<file path="src/rtl/ita_pkg.sv">
package ita_pkg;

  // default sizes
  localparam int ENTRY_COUNT_DEF        = 16;
  localparam int BLOCK_TOTAL_DEF        = 128;
  localparam int POINTERS_PER_ENTRY_DEF = 8;

  // operation codes
  localparam logic [1:0] MODE_CREATE = 2'd0;
  localparam logic [1:0] MODE_DELETE = 2'd1;
  localparam logic [1:0] MODE_XLATE  = 2'd2;
  localparam logic [1:0] MODE_LIST   = 2'd3;

  // result status codes
  localparam logic [2:0] ST_OK         = 3'd0;
  localparam logic [2:0] ST_NO_SPACE   = 3'd1;
  localparam logic [2:0] ST_NO_ENTRY   = 3'd2;
  localparam logic [2:0] ST_NOT_FOUND  = 3'd3;
  localparam logic [2:0] ST_BAD_BLOCK  = 3'd4;
  localparam logic [2:0] ST_TOO_LARGE  = 3'd5;
  localparam logic [2:0] ST_LIST_EMPTY = 3'd6;

  // what a result carries besides its status
  localparam logic [1:0] KIND_PLAIN = 2'd0;
  localparam logic [1:0] KIND_XLATE = 2'd1;
  localparam logic [1:0] KIND_LIST  = 2'd2;

  // controller to datapath
  typedef struct packed {
    logic       load_in;
    logic       cnt_clr;
    logic       cnt_inc;
    logic       free_inc;
    logic       ent_latch;
    logic       got_clr;
    logic       alloc_bit;
    logic       commit;
    logic       rd_ent;
    logic       size_latch;
    logic       used_clr;
    logic       rd_dptr;
    logic       free_bit;
    logic       rd_tptr;
    logic       out_load;
    logic [1:0] out_kind;
    logic [2:0] out_status;
  } ita_cmd_t;

  // datapath to controller
  typedef struct packed {
    logic [1:0] mode;
    logic       too_large;
    logic       no_space;
    logic       blk_last;
    logic       blk_free;
    logic       ent_last;
    logic       ent_used;
    logic       name_match;
    logic       bad_block;
    logic       got_done;
    logic       none_used;
    logic       list_last;
    logic       out_free;
  } ita_sts_t;

endpackage

</file>
<file path="src/rtl/ita_ram.sv">
module ita_ram #(
  parameter int WIDTH = 8,
  parameter int DEPTH = 16
) (
  input  logic                                    clk,
  input  logic                                    we,
  input  logic [((DEPTH > 1) ? $clog2(DEPTH) : 1)-1:0] waddr,
  input  logic [WIDTH-1:0]                        wdata,
  input  logic                                    re,
  input  logic [((DEPTH > 1) ? $clog2(DEPTH) : 1)-1:0] raddr,
  output logic [WIDTH-1:0]                        rdata
);

  logic [WIDTH-1:0] mem [DEPTH];

  // one write port, one registered read port
  always_ff @(posedge clk) begin
    if (we) begin
      mem[waddr] <= wdata;
    end
    if (re) begin
      rdata <= mem[raddr];
    end
  end

endmodule

</file>
<file path="src/rtl/ita_ctrl.sv">
module ita_ctrl (
  input  logic               clk,
  input  logic               rst_n,
  input  logic               in_valid,
  output logic               in_stall,
  input  ita_pkg::ita_sts_t  sts,
  output ita_pkg::ita_cmd_t  cmd
);
  import ita_pkg::*;

  localparam logic [3:0] S_IDLE  = 4'd0;
  localparam logic [3:0] S_DISP  = 4'd1;
  localparam logic [3:0] S_CNT   = 4'd2;
  localparam logic [3:0] S_CHK   = 4'd3;
  localparam logic [3:0] S_ESCAN = 4'd4;
  localparam logic [3:0] S_ALLOC = 4'd5;
  localparam logic [3:0] S_FRD   = 4'd6;
  localparam logic [3:0] S_FCMP  = 4'd7;
  localparam logic [3:0] S_DFRD  = 4'd8;
  localparam logic [3:0] S_DFWR  = 4'd9;
  localparam logic [3:0] S_TRD   = 4'd10;
  localparam logic [3:0] S_LSCAN = 4'd11;
  localparam logic [3:0] S_OUT   = 4'd12;

  logic [3:0] state_r, state_nxt;
  logic [2:0] code_r, code_nxt;
  logic [1:0] kind_r, kind_nxt;

  // next state and commands
  always_comb begin
    cmd       = '0;
    state_nxt = state_r;
    code_nxt  = code_r;
    kind_nxt  = kind_r;
    in_stall  = (state_r != S_IDLE);
    case (state_r)
      S_IDLE: begin
        if (in_valid) begin
          cmd.load_in = 1'b1;
          state_nxt   = S_DISP;
        end
      end
      S_DISP: begin
        cmd.cnt_clr = 1'b1;
        kind_nxt    = KIND_PLAIN;
        case (sts.mode)
          MODE_CREATE: begin
            if (sts.too_large) begin
              code_nxt  = ST_TOO_LARGE;
              state_nxt = S_OUT;
            end else begin
              state_nxt = S_CNT;
            end
          end
          MODE_DELETE, MODE_XLATE: state_nxt = S_FRD;
          default: begin
            if (sts.none_used) begin
              code_nxt  = ST_LIST_EMPTY;
              state_nxt = S_OUT;
            end else begin
              state_nxt = S_LSCAN;
            end
          end
        endcase
      end
      // count free blocks
      S_CNT: begin
        cmd.free_inc = sts.blk_free;
        if (sts.blk_last) begin
          state_nxt = S_CHK;
        end else begin
          cmd.cnt_inc = 1'b1;
        end
      end
      S_CHK: begin
        cmd.cnt_clr = 1'b1;
        if (sts.no_space) begin
          code_nxt  = ST_NO_SPACE;
          state_nxt = S_OUT;
        end else begin
          state_nxt = S_ESCAN;
        end
      end
      // first free entry
      S_ESCAN: begin
        if (!sts.ent_used) begin
          cmd.ent_latch = 1'b1;
          cmd.cnt_clr   = 1'b1;
          cmd.got_clr   = 1'b1;
          state_nxt     = S_ALLOC;
        end else if (sts.ent_last) begin
          code_nxt  = ST_NO_ENTRY;
          state_nxt = S_OUT;
        end else begin
          cmd.cnt_inc = 1'b1;
        end
      end
      // hand out the lowest free blocks
      S_ALLOC: begin
        if (sts.got_done) begin
          cmd.commit = 1'b1;
          code_nxt   = ST_OK;
          state_nxt  = S_OUT;
        end else begin
          cmd.cnt_inc   = 1'b1;
          cmd.alloc_bit = sts.blk_free;
        end
      end
      // name lookup
      S_FRD: begin
        cmd.rd_ent = 1'b1;
        state_nxt  = S_FCMP;
      end
      S_FCMP: begin
        if (sts.name_match) begin
          cmd.ent_latch  = 1'b1;
          cmd.size_latch = 1'b1;
          cmd.got_clr    = 1'b1;
          if (sts.mode == MODE_DELETE) begin
            cmd.used_clr = 1'b1;
            state_nxt    = S_DFRD;
          end else if (sts.bad_block) begin
            code_nxt  = ST_BAD_BLOCK;
            state_nxt = S_OUT;
          end else begin
            cmd.rd_tptr = 1'b1;
            state_nxt   = S_TRD;
          end
        end else if (sts.ent_last) begin
          code_nxt  = ST_NOT_FOUND;
          state_nxt = S_OUT;
        end else begin
          cmd.cnt_inc = 1'b1;
          state_nxt   = S_FRD;
        end
      end
      // release the blocks of a deleted entry
      S_DFRD: begin
        if (sts.got_done) begin
          code_nxt  = ST_OK;
          state_nxt = S_OUT;
        end else begin
          cmd.rd_dptr = 1'b1;
          state_nxt   = S_DFWR;
        end
      end
      S_DFWR: begin
        cmd.free_bit = 1'b1;
        state_nxt    = S_DFRD;
      end
      S_TRD: begin
        code_nxt  = ST_OK;
        kind_nxt  = KIND_XLATE;
        state_nxt = S_OUT;
      end
      // walk used entries
      S_LSCAN: begin
        if (sts.ent_used) begin
          cmd.rd_ent = 1'b1;
          code_nxt   = ST_OK;
          kind_nxt   = KIND_LIST;
          state_nxt  = S_OUT;
        end else begin
          cmd.cnt_inc = 1'b1;
        end
      end
      // result transfer into the output register
      S_OUT: begin
        if (sts.out_free) begin
          cmd.out_load = 1'b1;
          if (kind_r == KIND_LIST && !sts.list_last) begin
            cmd.cnt_inc = 1'b1;
            state_nxt   = S_LSCAN;
          end else begin
            state_nxt = S_IDLE;
          end
        end
      end
      default: state_nxt = S_IDLE;
    endcase
    cmd.out_kind   = kind_r;
    cmd.out_status = code_r;
  end

  always_ff @(posedge clk) begin
    if (!rst_n) begin
      state_r <= S_IDLE;
      code_r  <= ST_OK;
      kind_r  <= KIND_PLAIN;
    end else begin
      state_r <= state_nxt;
      code_r  <= code_nxt;
      kind_r  <= kind_nxt;
    end
  end

endmodule

</file>
<file path="src/rtl/ita_dp.sv">
module ita_dp #(
  parameter int ENTRY_COUNT        = ita_pkg::ENTRY_COUNT_DEF,
  parameter int BLOCK_TOTAL        = ita_pkg::BLOCK_TOTAL_DEF,
  parameter int POINTERS_PER_ENTRY = ita_pkg::POINTERS_PER_ENTRY_DEF
) (
  input  logic               clk,
  input  logic               rst_n,
  input  ita_pkg::ita_cmd_t  cmd,
  output ita_pkg::ita_sts_t  sts,
  input  logic [1:0]         in_mode,
  input  logic [63:0]        in_name_high,
  input  logic [63:0]        in_name_low,
  input  logic [3:0]         in_block_count,
  input  logic [2:0]         in_block_number,
  output logic               out_valid,
  input  logic               out_stall,
  output logic [2:0]         out_status,
  output logic [6:0]         out_block_index,
  output logic [63:0]        out_entry_name_high,
  output logic [63:0]        out_entry_name_low,
  output logic [3:0]         out_entry_size,
  output logic               out_last
);
  import ita_pkg::*;

  localparam int PTR_W  = $clog2(BLOCK_TOTAL);
  localparam int CNT_BW = $clog2(BLOCK_TOTAL + 1);
  localparam int CNT_EW = $clog2(ENTRY_COUNT + 1);
  localparam int CW     = (CNT_BW > CNT_EW) ? CNT_BW : CNT_EW;
  localparam int EI     = (ENTRY_COUNT > 1) ? $clog2(ENTRY_COUNT) : 1;
  localparam int GW     = $clog2(POINTERS_PER_ENTRY + 1);
  localparam int PDEPTH = ENTRY_COUNT * POINTERS_PER_ENTRY;
  localparam int AW     = (PDEPTH > 1) ? $clog2(PDEPTH) : 1;
  localparam int XW     = AW + 4;
  localparam logic [4:0]    P5       = 5'(POINTERS_PER_ENTRY);
  localparam logic [XW-1:0] PX       = XW'(POINTERS_PER_ENTRY);
  localparam logic [CW-1:0] BLK_LAST = CW'(BLOCK_TOTAL - 1);
  localparam logic [CW-1:0] ENT_LAST = CW'(ENTRY_COUNT - 1);
  localparam logic [PTR_W:0] BLK_LIM = (PTR_W + 1)'(BLOCK_TOTAL);

  logic [1:0]             mode_r;
  logic [63:0]            nh_r, nl_r;
  logic [3:0]             bcnt_r;
  logic [2:0]             bnum_r;
  logic [CW-1:0]          cnt_r, free_r;
  logic [GW-1:0]          got_r;
  logic [EI-1:0]          ent_r;
  logic [3:0]             size_r;
  logic [BLOCK_TOTAL-1:0] bitmap_r;
  logic [ENTRY_COUNT-1:0] used_r;
  logic                   out_valid_r;

  logic [EI-1:0]    cidx;
  logic [PTR_W-1:0] bidx;
  logic [63:0]      hi_rd, lo_rd;
  logic [3:0]       size_rd;
  logic [PTR_W-1:0] ptr_rd;
  logic [XW-1:0]    wr_x, dr_x, tr_x;
  logic [AW-1:0]    p_waddr, p_raddr;
  logic [3:0]       got_target;
  logic             list_last;
  logic [PTR_W+6:0] ptr_ext;

  assign cidx = cnt_r[EI-1:0];
  assign bidx = cnt_r[PTR_W-1:0];

  // pointer store addresses: entry times pointers plus slot
  assign wr_x    = XW'(ent_r) * PX + XW'(got_r);
  assign dr_x    = wr_x;
  assign tr_x    = XW'(cidx) * PX + XW'(bnum_r);
  assign p_waddr = wr_x[AW-1:0];
  assign p_raddr = cmd.rd_tptr ? tr_x[AW-1:0] : dr_x[AW-1:0];

  ita_ram #(.WIDTH(64), .DEPTH(ENTRY_COUNT)) u_name_hi (
    .clk, .we(cmd.commit), .waddr(ent_r), .wdata(nh_r),
    .re(cmd.rd_ent), .raddr(cidx), .rdata(hi_rd)
  );
  ita_ram #(.WIDTH(64), .DEPTH(ENTRY_COUNT)) u_name_lo (
    .clk, .we(cmd.commit), .waddr(ent_r), .wdata(nl_r),
    .re(cmd.rd_ent), .raddr(cidx), .rdata(lo_rd)
  );
  ita_ram #(.WIDTH(4), .DEPTH(ENTRY_COUNT)) u_size (
    .clk, .we(cmd.commit), .waddr(ent_r), .wdata(bcnt_r),
    .re(cmd.rd_ent), .raddr(cidx), .rdata(size_rd)
  );
  ita_ram #(.WIDTH(PTR_W), .DEPTH(PDEPTH)) u_ptr (
    .clk, .we(cmd.alloc_bit), .waddr(p_waddr), .wdata(bidx),
    .re(cmd.rd_dptr | cmd.rd_tptr), .raddr(p_raddr), .rdata(ptr_rd)
  );

  // no used entry above the scan position
  always_comb begin
    list_last = 1'b1;
    for (int k = 0; k < ENTRY_COUNT; k++) begin
      if (used_r[k] && CW'(k) > cnt_r) begin
        list_last = 1'b0;
      end
    end
  end

  assign got_target = (mode_r == MODE_CREATE) ? bcnt_r : size_r;
  assign ptr_ext    = {7'd0, ptr_rd};

  // status to the controller
  always_comb begin
    sts            = '0;
    sts.mode       = mode_r;
    sts.too_large  = {1'b0, bcnt_r} > P5;
    sts.no_space   = free_r < CW'(bcnt_r);
    sts.blk_last   = cnt_r == BLK_LAST;
    sts.blk_free   = !bitmap_r[bidx];
    sts.ent_last   = cnt_r == ENT_LAST;
    sts.ent_used   = used_r[cidx];
    sts.name_match = used_r[cidx] && hi_rd == nh_r && lo_rd == nl_r;
    sts.bad_block  = ({1'b0, bnum_r} >= size_rd) || ({2'b0, bnum_r} >= P5);
    sts.got_done   = 5'(got_r) == {1'b0, got_target};
    sts.none_used  = used_r == '0;
    sts.list_last  = list_last;
    sts.out_free   = !out_valid_r || !out_stall;
  end

  // input item registers
  always_ff @(posedge clk) begin
    if (cmd.load_in) begin
      mode_r <= in_mode;
      nh_r   <= in_name_high;
      nl_r   <= in_name_low;
      bcnt_r <= in_block_count;
      bnum_r <= in_block_number;
    end
  end

  // scan counters and latched entry
  always_ff @(posedge clk) begin
    if (!rst_n) begin
      cnt_r  <= '0;
      free_r <= '0;
      got_r  <= '0;
      ent_r  <= '0;
      size_r <= '0;
    end else begin
      if (cmd.cnt_clr) begin
        cnt_r  <= '0;
        free_r <= '0;
      end else begin
        if (cmd.cnt_inc) begin
          cnt_r <= cnt_r + 1'b1;
        end
        if (cmd.free_inc) begin
          free_r <= free_r + 1'b1;
        end
      end
      if (cmd.got_clr) begin
        got_r <= '0;
      end else if (cmd.alloc_bit || cmd.rd_dptr) begin
        got_r <= got_r + 1'b1;
      end
      if (cmd.ent_latch) begin
        ent_r <= cidx;
      end
      if (cmd.size_latch) begin
        size_r <= size_rd;
      end
    end
  end

  // block bitmap and entry used bits
  always_ff @(posedge clk) begin
    if (!rst_n) begin
      bitmap_r <= '0;
      used_r   <= '0;
    end else begin
      if (cmd.alloc_bit) begin
        bitmap_r[bidx] <= 1'b1;
      end
      if (cmd.free_bit && {1'b0, ptr_rd} < BLK_LIM) begin
        bitmap_r[ptr_rd] <= 1'b0;
      end
      if (cmd.commit) begin
        used_r[ent_r] <= 1'b1;
      end
      if (cmd.used_clr) begin
        used_r[cidx] <= 1'b0;
      end
    end
  end

  // output register
  always_ff @(posedge clk) begin
    if (!rst_n) begin
      out_valid_r <= 1'b0;
    end else if (cmd.out_load) begin
      out_valid_r <= 1'b1;
    end else if (!out_stall) begin
      out_valid_r <= 1'b0;
    end
  end

  always_ff @(posedge clk) begin
    if (cmd.out_load) begin
      out_status          <= cmd.out_status;
      out_block_index     <= (cmd.out_kind == KIND_XLATE) ? ptr_ext[6:0] : 7'd0;
      out_entry_name_high <= (cmd.out_kind == KIND_LIST) ? hi_rd : 64'd0;
      out_entry_name_low  <= (cmd.out_kind == KIND_LIST) ? lo_rd : 64'd0;
      out_entry_size      <= (cmd.out_kind == KIND_LIST) ? size_rd : 4'd0;
      out_last            <= (cmd.out_kind == KIND_LIST) ? list_last : 1'b1;
    end
  end

  assign out_valid = out_valid_r;

endmodule

</file>
<file path="src/rtl/inode_table_block_allocator.sv">
// Flat-file block allocator: a free-block bitmap plus a table of named file entries,
// driven by create, delete, translate and list requests, one request at a time.
// Create counts free blocks over the whole bitmap, then scans for the first free
// entry and then hands out the lowest free blocks; delete and translate search the
// entries one by one, with a read and a compare per entry, and delete then releases
// its blocks one by one; list scans the entries and gives one result per used entry.
// The work is done by sequential bitmap and entry scans through the entry stores.
// A pending result waits in the output register.
module inode_table_block_allocator #(
  parameter int ENTRY_COUNT        = ita_pkg::ENTRY_COUNT_DEF,
  parameter int BLOCK_TOTAL        = ita_pkg::BLOCK_TOTAL_DEF,
  parameter int POINTERS_PER_ENTRY = ita_pkg::POINTERS_PER_ENTRY_DEF
) (
  input  logic        clk,
  input  logic        rst_n,
  input  logic        in_valid,
  output logic        in_stall,
  input  logic [1:0]  in_mode,
  input  logic [63:0] in_name_high,
  input  logic [63:0] in_name_low,
  input  logic [3:0]  in_block_count,
  input  logic [2:0]  in_block_number,
  output logic        out_valid,
  input  logic        out_stall,
  output logic [2:0]  out_status,
  output logic [6:0]  out_block_index,
  output logic [63:0] out_entry_name_high,
  output logic [63:0] out_entry_name_low,
  output logic [3:0]  out_entry_size,
  output logic        out_last
);
  import ita_pkg::*;

  ita_cmd_t cmd;
  ita_sts_t sts;

  ita_ctrl u_ctrl (
    .clk, .rst_n, .in_valid, .in_stall, .sts, .cmd
  );

  ita_dp #(
    .ENTRY_COUNT(ENTRY_COUNT),
    .BLOCK_TOTAL(BLOCK_TOTAL),
    .POINTERS_PER_ENTRY(POINTERS_PER_ENTRY)
  ) u_dp (
    .clk, .rst_n, .cmd, .sts,
    .in_mode, .in_name_high, .in_name_low, .in_block_count, .in_block_number,
    .out_valid, .out_stall, .out_status, .out_block_index,
    .out_entry_name_high, .out_entry_name_low, .out_entry_size, .out_last
  );

  // only list results may leave last low, and those are ok
  a_not_last_ok: assert property (@(posedge clk) disable iff (!rst_n)
    (out_valid && !out_last) |-> out_status == ST_OK)
    else $error("non-final result without ok status");

  // an empty list is always a final result
  a_empty_last: assert property (@(posedge clk) disable iff (!rst_n)
    (out_valid && out_status == ST_LIST_EMPTY) |-> out_last)
    else $error("list empty result not final");

  // no new item is taken while a result is being loaded
  a_load_busy: assert property (@(posedge clk) disable iff (!rst_n)
    cmd.out_load |-> in_stall)
    else $error("result loaded while input open");

  // a fresh load always raises valid
  a_load_valid: assert property (@(posedge clk) disable iff (!rst_n)
    cmd.out_load |=> out_valid)
    else $error("loaded result not presented");

endmodule

</file>
<file path="config.mk">
export PLATFORM = sky130hd
export DESIGN_NAME = inode_table_block_allocator
export DESIGN_NICKNAME = d
export VERILOG_FILES = /design/src/rtl/ita_pkg.sv /design/src/rtl/ita_ram.sv /design/src/rtl/ita_ctrl.sv /design/src/rtl/ita_dp.sv /design/src/rtl/inode_table_block_allocator.sv
export SDC_FILE = /design/constraint.sdc
export NUM_CORES = 2
export LEC_CHECK = 0
export BUFFER_PORTS_ARGS = -buffer_cell sky130_fd_sc_hd__buf_2
export CORE_ASPECT_RATIO = 0.6
export CORE_MARGIN = 5
export CORE_UTILIZATION = 30
export DETAILED_ROUTE_END_ITERATION = 7
export SLEW_MARGIN = 20
export SYNTH_ARGS = -nofsm -noshare
export SYNTH_HDL_FRONTEND = slang
export SYNTH_SLANG_ARGS = --single-unit
</file>
<file path="constraint.sdc">
create_clock -name clk -period 17.45 [get_ports clk]
set_input_delay 1.745 -clock clk [delete_from_list [all_inputs] [get_ports clk]]
set_output_delay 1.745 -clock clk [all_outputs]
set_load 0.02 [all_outputs]
</file>
; ---- Yosys cells after proc, flatten, opt, wreduce, memory -nomap -nowiden
; Memories as Yosys holds them, arrays and structs flattened. A register that Yosys moved wholly into a read port is not among the register bits.
; Cells that the tools add are included.
[totals]
regBits = 462
ram_bits = 3008
in_bits = 141
out_inout_bits = 145
word_cells = 254
mem_count = 4
[mem_list]
columns = memory, words, width, rd, rd_ports_with_merged_regs, write_ports, line_no
row1 = u_dp.u_name_hi.mem, 16, 64, 1, 1, 1, ita_ram.sv:14  ; logic [WIDTH-1:0] mem [DEPTH];
row2 = u_dp.u_name_lo.mem, 16, 64, 1, 1, 1, ita_ram.sv:14
row3 = u_dp.u_ptr.mem, 128, 7, 1, 1, 1, ita_ram.sv:14
row4 = u_dp.u_size.mem, 16, 4, 1, 1, 1, ita_ram.sv:14
[op_classes]
n_addsub = 5
n_lt_le_gt_ge = 27
eq_ne = 38
mux = 107
bitwise_logic = 8
n_reduce_logical = 43
[op_table]
columns = op, n
row1 = 2-to-1 mux 128 bit, 3
row2 = AND 128 bit, 1
row3 = equality test 64 bit, 2
row4 = inverter 128 bit, 1
row5 = OR 128 bit, 1
row6 = "> comparator 4 x 8 -> 1 bit, first input constant", 8
row7 = 2-to-1 mux 4 bit, 14
row8 = one-hot mux 4 bit (13 select lines), 1
row9 = 2-to-1 mux 1 bit, 51
row10 = 2-to-1 mux 16 bit, 3
row11 = 2-to-1 mux 3 bit, 14
row12 = "> comparator 3 x 8 -> 1 bit, first input constant", 4
row13 = logical AND 1 bit, 23
row14 = one-hot mux 3 bit (7 select lines), 1
row15 = "equality test 4 bit, second input constant", 5
row16 = "!= test 3 bit, second input constant", 6
row17 = "adder 8 x 1 -> 8 bit, second input constant", 2
row18 = AND 16 bit, 1
row19 = "equality test 4 x 3 -> 1 bit, second input constant", 4
row20 = "> comparator 1 x 8 -> 1 bit, first input constant", 2
row21 = "> comparator 2 x 8 -> 1 bit, first input constant", 2
row22 = logical NOT 16 bit, 1
row23 = "< comparator 7 x 8 -> 1 bit, second input constant", 2
row24 = inverter 16 bit, 1
row25 = other kinds (44), 75

; ---- Longest topological paths before layout
[depth]
depth_word = 23
ltp_mapped = 19
mapped_depth_nobuf = 13

; ---- Modules after synthesis
; From an unflattened synthesis, not the netlist that was laid out.
[hier_totals]
hier_cells = 6703
hier_area_um2 = 138619.2
[by_module_without_submodules]
columns = mod, n_inst, cells_each, area_each_um2
row1 = ita_ram (u_dp.u_name_hi ...), 2, 1647, 40222.3
row2 = ita_ram (u_dp.u_ptr), 1, 1453, 34877.2
row3 = ita_dp, 1, 1658, 19418.6
row4 = ita_ram (u_dp.u_size), 1, 130, 2706.3
row5 = ita_ctrl, 1, 168, 1172.4

; ---- Worst setup path before layout
; Ideal clock, no wire load.
[synth_path]
kind = reg-to-reg
start = register u_dp.mode_r[0]
end = register u_dp.used_r[0]
arrival_ns = 12.002
required_time_ns = 17.343
slack_ns = 5.341
stages_incl_launch_ff = 12
n_path_buf = 1
cell_sequence = edfxtp_1 > inv_1 > ha_1 > clkbuf_1 > mux2i_1 > xor2_1 > nand4_1 > nor3_1 > or3b_2 > nor3_1 > o21ai_0 > a31oi_1
[synth_via]
elab_chain_len = 9
[synth_rtl]
columns = item, line_no
row1 = start: declaration, ita_dp.sv:41  ; logic [1:0] mode_r;
row2 = start signal: assignment, ita_dp.sv:125  ; mode_r <= in_mode;
row3 = logical NOT 2 bit, ita_dp.sv:101  ; assign got_target = (mode_r == MODE_CREATE) ? bcnt_r : size_r;
row4 = 2-to-1 mux 4 bit, ita_dp.sv:101
row5 = equality test 4 bit, ita_dp.sv:116  ; sts.got_done = 5'(got_r) == {1'b0, got_target};
row6 = 2-to-1 mux 1 bit, ita_ctrl.sv:100  ; if (sts.got_done) begin
row7 = 2-to-1 mux 2 bit, ita_ctrl.sv:36  ; case (state_r)
row8 = 2-to-1 mux 16 bit, ita_dp.sv:179  ; if (cmd.commit) begin
row9 = 2-to-1 mux 16 bit, ita_dp.sv:169  ; if (!rst_n) begin
row10 = AND 16 bit (no line), --
row11 = 2-to-1 mux 16 bit (*), ita_dp.sv:182  ; if (cmd.used_clr) begin
row12 = end signal: assignment, ita_dp.sv:171  ; used_r <= '0;
row13 = end signal: indexed assignment, ita_dp.sv:180  ; used_r[ent_r] <= 1'b1;
row14 = end signal: indexed assignment, ita_dp.sv:183  ; used_r[cidx] <= 1'b0;
row15 = end: declaration, ita_dp.sv:50  ; logic [ENTRY_COUNT-1:0] used_r;
; Mark *: on every way between the ends. The rest lies on a longest branch, timed or not. The select of a mux whose other input is x is not followed.
; A chain may end at the register's enable or synchronous reset.

; ---- Worst setup path after layout
[layout_path]
start = register u_dp.nh_r[17]
end = register u_dp.u_ptr.rdata[5], read port of u_dp.u_ptr.mem, data pin
[layout_via]
elab_chain_len = 6
[layout_rtl]
columns = item, line_no
row1 = start: declaration, ita_dp.sv:42  ; logic [63:0] nh_r, nl_r;
row2 = start signal: assignment, ita_dp.sv:126  ; nh_r <= in_name_high;
row3 = equality test 64 bit (*), ita_dp.sv:114  ; sts.name_match = used_r[cidx] && hi_rd == nh_r && lo_rd == nl_r;
row4 = logical AND 1 bit (*) (2 in a row), ita_dp.sv:114
row5 = 2-to-1 mux 1 bit (*), ita_ctrl.sv:115  ; if (sts.name_match) begin
row6 = 2-to-1 mux 1 bit (*), ita_ctrl.sv:36
row7 = 2-to-1 mux 7 bit or OR 1 bit (tied branches), "ita_dp.sv:72, ita_dp.sv:88"
row8 = end: declaration, ita_ram.sv:11  ; output logic [WIDTH-1:0] rdata
; Mark *: on every way between the ends. The rest lies on a longest branch, timed or not.

==> results_dict.tcl <==
set metrics [dict create \
    numCtsBuffers 349 \
    hold-path-cell-count 1 \
    syn_to_final_growth_pct 14.75 \
    synth_seq_area_share_pct 76.89 \
    cts_max_level 5 \
    synth_async_sr_flop_share_pct 0 \
    yosys.cell_types.count 79 \
    rows 193 \
    cts.root.buffer_cell "sky130_fd_sc_hd__clkbuf_16" \
    max_cap_violations 0 \
    sum_of_net_half_perimeters_after_detailed_placement_um 254500 \
    critical_path_buf_inv_count 3 \
    power_leakage_nw 51.08 \
    die_area_um2 476100 \
    reg2reg_slack_ns 8.78 \
    die_width_um 887.4 \
    layout_setup_ws_ns 8.782 \
    vias 83410 \
    timing.setup.tns_ns 0 \
    drive_above_1_share_pct 14.31 \
    floorplan.io_pins 286 \
    core_area_um2 460500 \
    max_stage_delay_ns 0.84 \
    antenna_found_initial 68 \
    cp_top_family "simple AND/OR/NAND/NOR gates" \
    report.final.hold_viol_count 0 \
    finalSetupViolCount 0 \
    total_power_mw 19.32 \
    syn_nets 8861 \
    clock_latency_ns 1.02 \
    critical_path.reg2reg.endpoint "u_dp.u_ptr.rdata[5]$_DFFE_PP_" \
    final_antenna_net_count 0 \
    wire_per_inst_um 29.51 \
    grt_start_max_net_pins 157 \
    placed_cells_incl_taps 14780 \
    synthesis.area_um2 138600 \
    drc 0 \
    regToRegStartpoint "u_dp.nh_r[17]$_DFFE_PP_" \
    synth_enable_flop_cells 3427 \
    synth_area_per_cell_um2 15.92 \
    cts.sinks 3609 \
    numPortBuffers 285 \
    pre_cts_ws_ns 9.036 \
    arrival_ns 9.36 \
    drt_first_iter_violations 12790 \
    ir_drop_mv 0.08632 \
    cts_hold_repair.buffers 0 \
    timing.reg2reg.worst_path_depth 14 \
    drt_via_density 5.403 \
    hold-path-endpoint "u_dp.bitmap_r[119]$_SDFF_PN0_" \
    floorplan.initialDensity_pct 30.09 \
    final_min_period_over_clock_period_pct 49.67 \
    postCtsSetupBuffers 0 \
    finClkSkew_ns 0.1276 \
    finalNetCount 9147 \
    crit_path_end_kind "register" \
    grt_pass1_vias 77260 \
    seqCellArea_um2 106600 \
    outcome "complete, no violations" \
    cts.reportedPaths.clkPinSlew_ns 0.07 \
    globalRoute.totalOverflow 0 \
    multi_input_area_um2 30420 \
    final_design_area_no_fill_um2 159000 \
    power.density_cell_area_nw_per_um2 121.5 \
    synth_ff_type "sky130_fd_sc_hd__edfxtp_1" \
    cts-resized-gates 0 \
    grt_setup_unrepaired "no" \
    finalHoldWorstSlack_ns 0.5111 \
    drt-total-wl_um 455600 \
    grt_use_total_pct 18.32 \
    routabilityCongestion 0.8656 \
    placed_area_um2 147800 \
    period_minus_slack_ns 8.668 \
    yosysWarnings 0 \
    fp.dieH_um 536.5 \
    ys_ff_latch 3609 \
    layout.core_utilization_pct 34.53 \
    final_cell_count_no_fill 15440 \
    global_route_wire_length_before_repair_um 627700 \
    worstSetupPathType "reg -> reg" \
    detail_route.first_pass.iterations 8 \
    synth_cells 8703 \
    critPathSlowestCell "sky130_fd_sc_hd__xnor2_2" \
    origin_of_the_worst_min_delay_path "u_dp.bitmap_r[119]$_SDFF_PN0_" \
    num-fill-cells 43460 \
    final-max-slew-violation-count 0 \
    worstSetupStartpointType "register" \
    cts_tree "built" \
    crit_required_ns 18.14 \
    timing_worst_slew_pin_value_ns 1.294 \
    critical_path_peak_fanout 156 \
    clock_tree.buffer_depth 4 \
    max_freq_mhz 115.4 \
    hp-class "reg -> reg" \
    critical_path.cell_chain "xnor2_2 > nand4_1 > nor4_1 > nand4_1 > o41a_1 > nor2_4 > buf_4 > buf_12 > buf_4 > mux2_2 > a221oi_1 > o21ai_0 > o32ai_1 > nor4_1" \
    slew-limit-headroom_pct 13.12 \
]
## per-layer routing
metal | GRT usage (%) | part of all wire (%) | up-vias
met1 | 27.24 | 43 | 42780
met4 | 5.159 | 2.8 | 14
li1 | - | - | 34770
met3 | 5.402 | 13 | 616
met5 | 0.02953 | 0.021 | -
met2 | 25.81 | 42 | 5232
## flip-flops by register name, indices dropped and copies added, names as in the netlist, 7 cells and up
signal                    flops
u_dp.u_ptr.rdata              7
u_dp.nl_r                    64
u_dp.used_r                  16
u_dp.u_name_lo.rdata         64
u_dp.u_ptr.mem              896
u_dp.free_r                   8
u_dp.u_name_lo.mem         1024
u_dp.u_name_hi.mem         1024
u_dp.nh_r                    64
u_dp.bitmap_r               128
u_dp.cnt_r                    8
u_dp.u_size.mem              64
u_dp.u_name_hi.rdata         64
u_dp.out_entry_name_low      64
u_dp.out_entry_name_high     64
u_dp.out_block_index          7
## Yosys cell counts, types with 23 or more instances
| cell | n | area share, % |
|---|---|---|
| sky130_fd_sc_hd__nand2_1 | 850 | 2.3 |
| sky130_fd_sc_hd__clkbuf_1 | 362 | 0.98 |
| sky130_fd_sc_hd__inv_1 | 25 | 0.068 |
| sky130_fd_sc_hd__nor3_1 | 23 | 0.083 |
| sky130_fd_sc_hd__dfxtp_1 | 182 | 2.6 |
| sky130_fd_sc_hd__edfxtp_1 | 3427 | 74 |
| sky130_fd_sc_hd__a221oi_1 | 102 | 0.64 |
| sky130_fd_sc_hd__o22ai_1 | 37 | 0.17 |
| sky130_fd_sc_hd__a21oi_1 | 393 | 1.4 |
| sky130_fd_sc_hd__o211ai_1 | 23 | 0.12 |
| sky130_fd_sc_hd__a22o_1 | 98 | 0.62 |
| sky130_fd_sc_hd__nand3_1 | 316 | 1.1 |
| sky130_fd_sc_hd__buf_2 | 63 | 0.23 |
| sky130_fd_sc_hd__and2_1 | 145 | 0.65 |
| sky130_fd_sc_hd__o221a_2 | 134 | 1.1 |
| sky130_fd_sc_hd__a31oi_1 | 124 | 0.56 |
| sky130_fd_sc_hd__a221o_1 | 73 | 0.53 |
| sky130_fd_sc_hd__mux2i_1 | 479 | 3.5 |
| sky130_fd_sc_hd__mux4_2 | 42 | 0.68 |
| sky130_fd_sc_hd__xnor2_1 | 136 | 0.86 |
| sky130_fd_sc_hd__a22oi_1 | 326 | 1.8 |
| sky130_fd_sc_hd__o21ai_0 | 262 | 0.95 |
| sky130_fd_sc_hd__nand4_1 | 90 | 0.41 |
| sky130_fd_sc_hd__nor2_1 | 463 | 1.3 |
| sky130_fd_sc_hd__nor2b_1 | 29 | 0.13 |
| sky130_fd_sc_hd__mux2_2 | 102 | 0.83 |
| sky130_fd_sc_hd__a222oi_1 | 30 | 0.22 |
| sky130_fd_sc_hd__buf_1 | 81 | 0.22 |
## logic make-up (layout without fill, tap and decap cells)
logic type	count (synthesis)	after routing	share of synthesized area (%)
DFF	3609	3609	76.89
adders and majority gates	17	17	0.1535
buffers and inverters	546	1114	1.571
AOI/OAI and AO/OA	1766	1766	9.097
and+or+nand+nor	1994	1994	6.383
muxes	623	623	4.971
xor gates and xnor gates	148	148	0.9354
other	0	25	0
## final cells by class
cell class | instances | share of cell area, %
antenna | 25 | 0.03934
clock buffer | 435 | 5.832
clock inverter | 198 | 1.175
inverter | 27 | 0.07318
multi-input combinational | 4548 | 19.13
sequential | 3609 | 67.02
tap | 6142 | 4.833
timing repair buffer | 454 | 1.895
## where the power goes
part / switching [mW] / internal, mW
Combinational: 1.03 / 0.380
Sequential: 0.401 / 9.96
Clock: 3.38 / 4.17
Total: 4.81 / 14.5
## cell usage in the layout, fill, tap and decap left out, types with 25 or more instances in the layout
master,n
sky130_fd_sc_hd__nor2_1,440
sky130_fd_sc_hd__bufinv_16,25
sky130_fd_sc_hd__dfxtp_1,175
sky130_fd_sc_hd__xnor2_1,115
sky130_fd_sc_hd__clkbuf_16,355
sky130_fd_sc_hd__nand4_1,90
sky130_fd_sc_hd__buf_2,284
sky130_fd_sc_hd__nand3_1,314
sky130_fd_sc_hd__a222oi_1,30
sky130_fd_sc_hd__mux2i_1,476
sky130_fd_sc_hd__nand2_1,849
sky130_fd_sc_hd__clkbuf_1,71
sky130_fd_sc_hd__o21ai_0,260
sky130_fd_sc_hd__edfxtp_1,3427
sky130_fd_sc_hd__mux4_2,42
sky130_fd_sc_hd__mux2_2,101
sky130_fd_sc_hd__a221o_1,73
sky130_fd_sc_hd__nor2b_1,27
sky130_fd_sc_hd__clkinv_1,72
sky130_fd_sc_hd__a21oi_1,393
sky130_fd_sc_hd__a31oi_1,122
sky130_fd_sc_hd__buf_4,141
sky130_fd_sc_hd__diode_2,25
sky130_fd_sc_hd__a221oi_1,102
sky130_fd_sc_hd__a22o_1,98
sky130_fd_sc_hd__o22ai_1,37
sky130_fd_sc_hd__a22oi_1,326
sky130_fd_sc_hd__clkinv_2,57
sky130_fd_sc_hd__o221a_2,134
sky130_fd_sc_hd__and2_1,143
## worst max path at each step
stage                                  start                            end  slack [ns]  depth (start not counted)
floorplan           u_dp.mode_r[0]$_DFFE_PP_      u_dp.used_r[0]$_SDFF_PN0_        5.34                         11
global placement     u_dp.nl_r[46]$_DFFE_PP_  u_dp.u_ptr.rdata[4]$_DFFE_PP_        8.55                         13
detailed placement   u_dp.nh_r[17]$_DFFE_PP_  u_dp.u_ptr.rdata[5]$_DFFE_PP_        9.04                         14
CTS                   u_dp.nh_r[2]$_DFFE_PP_  u_dp.u_ptr.rdata[5]$_DFFE_PP_        9.00                         14
global route         u_dp.nh_r[17]$_DFFE_PP_  u_dp.u_ptr.rdata[5]$_DFFE_PP_        8.63                         14
finish               u_dp.nh_r[17]$_DFFE_PP_  u_dp.u_ptr.rdata[5]$_DFFE_PP_        8.78                         14
Note: power is estimated with default switching activity, not from simulation.
